[config.mk]
export PLATFORM = sky130hd
export DESIGN_NAME = wsd_lane
export DESIGN_NICKNAME = d
export VERILOG_FILES = /design/src/rtl/wsd_pkg.sv /design/src/rtl/wsd_lane.sv
export SDC_FILE = /design/constraint.sdc
export NUM_CORES = 2
export LEC_CHECK = 0
export ABC_AREA = 1
export BUFFER_PORTS_ARGS = -buffer_cell sky130_fd_sc_hd__buf_2
export CELL_PAD_IN_SITES_DETAIL_PLACEMENT = 0
export CELL_PAD_IN_SITES_GLOBAL_PLACEMENT = 1
export CORE_ASPECT_RATIO = 1.2
export CORE_MARGIN = 3
export CORE_UTILIZATION = 50
export DETAILED_ROUTE_END_ITERATION = 8
export GPL_TIMING_DRIVEN = 0
export PLACE_DENSITY = 0.91
export SYNTH_ARGS = -nofsm -noshare
export SYNTH_HDL_FRONTEND = slang
export SYNTH_SLANG_ARGS = --single-unit
export TNS_END_PERCENT = 50
[constraint.sdc]
create_clock -name clock -period 8 [get_ports clock]
set_input_delay 1.6 -clock clock [delete_from_list [all_inputs] [get_ports clock]]
set_output_delay 1.6 -clock clock [all_outputs]
set_load 0.01 [all_outputs]
[src/rtl/wsd_pkg.sv]
// ----------------------------------------------------------------------------
// wsd_pkg: shared types and constants for the wheel speed desaturation block
// Holds the limit register width, its reset value and the decision flags.
// ----------------------------------------------------------------------------
package wsd_pkg;

   localparam int LIMIT_WIDTH = 15;
   localparam logic [LIMIT_WIDTH-1:0] LIMIT_RESET = LIMIT_WIDTH'(127);

   // quotient mag*L/M never exceeds L, so it has as many bits as the limit
   localparam int QUOT_WIDTH = LIMIT_WIDTH;

   typedef struct packed {
      logic zero;    // limit or peak zero: force outputs to zero
      logic pass;    // project mode within limit: speeds unchanged
   } flags_type;

endpackage

[src/rtl/wsd_lane.sv]
// ----------------------------------------------------------------------------
// wsd_lane: one wheel's scaling lane
// Multiplies the magnitude by the limit, then divides by the peak in a
// pipelined restoring divider, one quotient bit per stage.
// ----------------------------------------------------------------------------
module wsd_lane #(
   parameter int SPEED_WIDTH = 16
) (
   input  logic                             clock,
   input  logic                             en,
   input  logic [SPEED_WIDTH-1:0]           mag,
   input  logic                             neg,
   input  logic [SPEED_WIDTH-1:0]           raw,
   input  logic [wsd_pkg::LIMIT_WIDTH-1:0]  lim,
   input  logic [SPEED_WIDTH-1:0]           peak,
   output logic [wsd_pkg::QUOT_WIDTH-1:0]   quot,
   output logic                             neg_out,
   output logic [SPEED_WIDTH-1:0]           raw_out
);
   localparam int QW = wsd_pkg::QUOT_WIDTH;
   localparam int PW = SPEED_WIDTH + QW;

   logic [SPEED_WIDTH-1:0] rem_ff [0:QW];
   logic [QW-1:0]          lo_ff  [0:QW];
   logic [QW-1:0]          q_ff   [0:QW];
   logic [SPEED_WIDTH-1:0] div_ff [0:QW];
   logic                   neg_ff [0:QW];
   logic [SPEED_WIDTH-1:0] raw_ff [0:QW];
   logic [PW-1:0]          prod;

   assign prod = PW'(mag) * PW'(lim);

   always_ff @(posedge clock) begin
      if (en) begin
         // product < peak * 2^QW, so its upper part is already below the peak
         rem_ff[0] <= prod[PW-1:QW];
         lo_ff[0]  <= prod[QW-1:0];
         q_ff[0]   <= '0;
         div_ff[0] <= peak;
         neg_ff[0] <= neg;
         raw_ff[0] <= raw;
      end
   end

   for (genvar k = 0; k < QW; k++) begin : g_div
      logic [SPEED_WIDTH:0] trial;
      logic [SPEED_WIDTH:0] diff;
      logic                 ge;

      assign trial = {rem_ff[k], lo_ff[k][QW-1]};
      assign diff  = trial - {1'b0, div_ff[k]};
      assign ge    = trial >= {1'b0, div_ff[k]};

      always_ff @(posedge clock) begin
         if (en) begin
            rem_ff[k+1] <= ge ? diff[SPEED_WIDTH-1:0] : trial[SPEED_WIDTH-1:0];
            lo_ff[k+1]  <= {lo_ff[k][QW-2:0], 1'b0};
            q_ff[k+1]   <= {q_ff[k][QW-2:0], ge};
            div_ff[k+1] <= div_ff[k];
            neg_ff[k+1] <= neg_ff[k];
            raw_ff[k+1] <= raw_ff[k];
         end
      end
   end

   assign quot    = q_ff[QW];
   assign neg_out = neg_ff[QW];
   assign raw_out = raw_ff[QW];

endmodule

### Word level (Yosys, flattened, before mapping)

Memories as Yosys holds them, arrays and structs flattened.
Index checks and enable logic that the tools add are counted.

* register bits after elaboration: 0
* RAM bits: 1264
* input port bits: 66
* output and inout bits: 32
* memories: 6

Memories
* div_ff: words 16, bits a word 16, rd ports 15, clocked after memory_dff 0, write ports 16, RTL line wsd_lane.sv:26 `logic [SPEED_WIDTH-1:0] div_ff [0:QW];`
* raw_ff: words 16, bits a word 16, rd ports 16, clocked after memory_dff 0, write ports 16, RTL line wsd_lane.sv:28 `logic [SPEED_WIDTH-1:0] raw_ff [0:QW];`
* rem_ff: words 16, bits a word 16, rd ports 15, clocked after memory_dff 0, write ports 16, RTL line wsd_lane.sv:23 `logic [SPEED_WIDTH-1:0] rem_ff [0:QW];`
* lo_ff: words 16, bits a word 15, rd ports 15, clocked after memory_dff 0, write ports 16, RTL line wsd_lane.sv:24 `logic [QW-1:0] lo_ff [0:QW];`
* q_ff: words 16, bits a word 15, rd ports 16, clocked after memory_dff 0, write ports 16, RTL line wsd_lane.sv:25 `logic [QW-1:0] q_ff [0:QW];`
* neg_ff: words 16, bits a word 1, rd ports 16, clocked after memory_dff 0, write ports 16, RTL line wsd_lane.sv:27 `logic neg_ff [0:QW];`

* add/sub/neg operators: 15
* $mul: 1
* order comparisons: 15
* multiplexer cells: 17

Operators with widths (number)
* $ge 17x16->1: 15
* $mux 16: 15
* $sub 16x16->16: 15
* $mul 16x15->31: 1
* $mux 1: 2

### Longest topological paths before layout

* depth after elaboration: 2
* gate-level depth with buffers: 27
* mapped depth without buffers: 25

### Worst setup path after synthesis

OpenSTA, ideal clock, no wires.

* kind: in2reg
* start point: input lim[14] in the netlist's numbering
* end point: memory rem_ff[0][10], data pin
* library setup time: 0.253 ns
* arrival: 6.490 ns
* required time: 7.747 ns
* path slack: 1.257 ns
* cell stages on the path: 20
* path buffers: 2
* cell sequence: clkbuf_1 clkbuf_1 nand2_1 fa_1 fa_1 inv_1 fa_1 fa_1 fa_1 inv_1 fa_1 inv_1 ha_1 nand2_1 nor2_1 inv_1 nor3_1 nand3_1 nand4_1 nand2_1

RTL lines
* start: declaration: RTL line wsd_lane.sv:14 `input logic [wsd_pkg::LIMIT_WIDTH-1:0] lim,`
* end: declaration: RTL line wsd_lane.sv:23

==> summary.md <==
| Metric | Value |
|---|---|
| Max cap viols | `0` |
| Most used DFF post-synth | `edfxtp_1` |
| Setup Skew | `between 0.04 and 0.05 ns` |
| Die Wd | `about 320 µm` |
| Final Max Tran Viols | `0` |
| Post-layout minimum cycle time | `around 7 ns` |
| Asr flop ratio synth | `0%` |
| Final setup viols | `0` |
| Synth top area cells | `edfxtp_1 51%, nand2_1 13%, inv_1 8.2%, ha_1 7.2%, fa_1 6.7%` |
| Antenna-violating nets left | `0` |
| PD cells | `between 400 and 500 nW/µm²` |
| Starting density of the core | `about half` |
| Worst-path clk slew | `0.06 ns` |
| Area leader, netlist | `edfxtp_1` |
| Clock Sinks | `992` |
| Ant diodes | `0` |
| GRT Resource Usage Total | `approximately a fifth` |
| Syn Area/Cell | `9.45 µm²` |
| Unique masters post-synth | `40` |
| Die H | `between 300 and 400 µm` |
| IO Count | `between 90 and 100` |
| Slew Limit Headroom | `a little under half` |
| Class of the tightest hold or removal check | `flip-flop to flip-flop` |
| Vias in the first global route | `between 30000 and 40000` |
| Clock Tree Buf Depth | `3` |
| Final worst-path cycle share | `between 80% and 90%` |
| Placed Area | `about 60000 µm²` |
| Resize count post-CTS | `0` |
| Clock Root Buffer | `clkbuf_16` |
| Crit. End Element | `flip-flop` |
| GP Congestion | `between 0.9 and 1` |
| CP bufs+invs | `6` |
| Rows | `~140` |
| CTS H-tree depth | `3` |
| DR WL/cell | `between 15 and 20 µm` |
| Post-synthesis net count | `around 6700` |
| Post-synth EDFFs | `roughly 1000` |
| CP Max Fanout | `10` |
| Warnings from Yosys | `0` |
| TritonRoute pass-1 iters | `8` |
| Critical path origin | `lim[9]` |
| FILL cells | `roughly 10000` |
| Crit path top cell by count | `fa_1` |
| Share of cells above drive strength 1 | `~7.4%` |
| Final instance area | `approximately 64000 µm²` |
| Global-route wire length before repair | `just over 200000 µm` |
| P&R area growth vs syn | `9.88%` |
| WP data required | `about 8.5 ns` |
| Startpoint class of the critical path | `input port` |
| Worst r2r src | `div_ff[0][14]$_DFFE_PP_` |
| CTS Hold Bufs | `0` |
| Delay-heaviest family, CP | `adder cells` |
| R2R Setup Slk | `~5.6 ns` |
| Post-CTS Setup Inserts | `0` |
| Antenna violations before repair | `0` |
| HPWL after detailed placement | `between 90000 and 100000 µm` |
| Leak | `between 30 and 40 nW` |
| RSZ-0062 raised after global routing | `no` |
| Latest clock arrival within the worst-skew pair | `0.72 ns` |
| Cts bufs inserted | `97` |
| DRC Markers | `0` |
| CTS tree | `yes` |
| Least-Margin Pin Slew | `just under 0.8 ns` |
| Hold Slack | `about 0.39 ns` |
| Slowest CP cell | `fa_1` |
| #FFs+latches synth | `992` |
| CP cell instances | `clkbuf_1 -> clkbuf_1 -> nand2_1 -> fa_1 -> inv_1 -> fa_1 -> fa_1 -> fa_1 -> fa_1 -> inv_1 -> fa_1 -> inv_1 -> ha_1 -> nand2_1 -> inv_1 -> nand2_1 -> nor3_1 -> nand3_1 -> nand4_1 -> nand2_1` |
| WP data arrival | `around 7.5 ns` |
| Post-Syn Area | `58100 µm²` |
| Status | `finished, final reports clean` |
| Seq/Total Area, Yosys | `between 50 and 60%` |
| Total core area | `115000 µm²` |
| Total number of vias | `just under 40000` |
| Final hold vios | `0` |
| Die area | `about 120000 µm²` |
| Via/cell ratio | `between 4 and 5` |
| Critical path type | `input port to flip-flop` |
| CP max stage delay | `0.59 ns` |
| Total wire length | `126000 µm` |
| Worst vdd ir | `~0.35 mV` |
| Share of the synthesized area in the top cell type | `between 50 and 60%` |
| Largest net degree at the start of global routing | `140` |
| Beginning of the worst hold path | `q_ff[4][3]$_DFFE_PP_` |
| NumNets Final | `6932` |
| Drt first-iter violations | `2478` |
| Total gr overflow | `0` |
| I/O Buffers | `82` |
| Most frequent cells after synthesis | `1987 x nand2_1, 1265 x inv_1, 992 x edfxtp_1` |
| Cells after Synth | `roughly 6100` |
| Top-count cell post-synth | `nand2_1` |
| Fmax | `roughly 140 MHz` |
==> through the flow <==
stage | total power, mW | utilization [%] | TNS (ns) | std cells | worst slack (ns)
floorplan | 17.8 | - | 0 | 6149 | 1.26
global placement | 21.4 | 52.6 | -9276.02 | 7749 | -9.56
detailed placement | 21.4 | 52.8 | 0 | 7756 | 0.334
CTS | 26.1 | 55.6 | 0 | 7938 | 1.11
global route | 28.2 | 55.6 | 0 | 7938 | 0.720
finish | 25.8 | 55.6 | 0 | 7938 | 1.00
==> logic make-up (layout without fill, tap and decap cells) <==
group,after synthesis,after routing,synth area share (%)
and+or+nand+nor,2938,2938,21.9
DFF,992,992,51.3
AOI/OAI and AO/OA,193,193,1.80
adders and majority gates,529,529,13.9
buffers and inverters,1385,1656,9.44
xor gates and xnor gates,112,112,1.69
==> final cells by class <==
type                       count  area (µm²)  area share (%)
sequential                   992       29800            46.7
multi-input combinational   3772       22800            35.8
inverter                    1271        4770            7.47
clock buffer                 109        2470            3.87
tap                         1518        1900            2.98
clock inverter                73         753            1.18
buffer                       114         711            1.11
timing repair buffer          89         613           0.961
==> placed cells by master (no fill, tap or decap), drive strengths merged, types with 17 or more instances in the layout <==
cell / count
inv: 1277
nand3: 436
nor3: 46
xnor2: 40
nor2: 249
edfxtp: 992
buf: 147
clkinv: 45
nand2: 2066
a21oi: 151
o21ai: 25
fa: 194
clkbuf: 165
or2: 17
xor2: 72
ha: 335
nand4: 74
nand3b: 21
==> registers in the layout, summed over array words and instances (netlist names) <==
signal and flops:
raw_ff 256, q_ff 120, neg_ff 16, div_ff 240, rem_ff 240, lo_ff 120
==> worst paths after layout <==
path,endpoint,cells past startpoint
min,q_ff[4][19]$_DFFE_PP_,0
max reg2reg,rem_ff[1][9]$_DFFE_PP_,10
min reg2reg,q_ff[4][19]$_DFFE_PP_,0
max,rem_ff[0][11]$_DFFE_PP_,20
==> power by group <==
| group | internal [mW] | leakage, nW | switching [mW] | total, mW |
|---|---|---|---|---|
| Clock | 2.53 | 1.53 | 2.03 | 4.56 |
| Sequential | 7.39 | 9.73 | 0.658 | 8.05 |
| Combinational | 4.65 | 20.2 | 8.55 | 13.2 |
| Total | 14.6 | 31.4 | 11.2 | 25.8 |
==> per-layer routing <==
| metal | wire length (µm) | vias to the layer above | GRT usage (%) | share of wire, % |
|---|---|---|---|---|
| li1 | - | 19887 | - | - |
| met1 | 50400 | 18295 | 25.1 | 40 |
| met2 | 66100 | 728 | 39.4 | 52 |
| met3 | 4280 | 268 | 2.51 | 3.4 |
| met4 | 5260 | 0 | 9.16 | 4.2 |
| met5 | 0 | - | 0 | 0 |
Power figures use the tool's default switching activity.
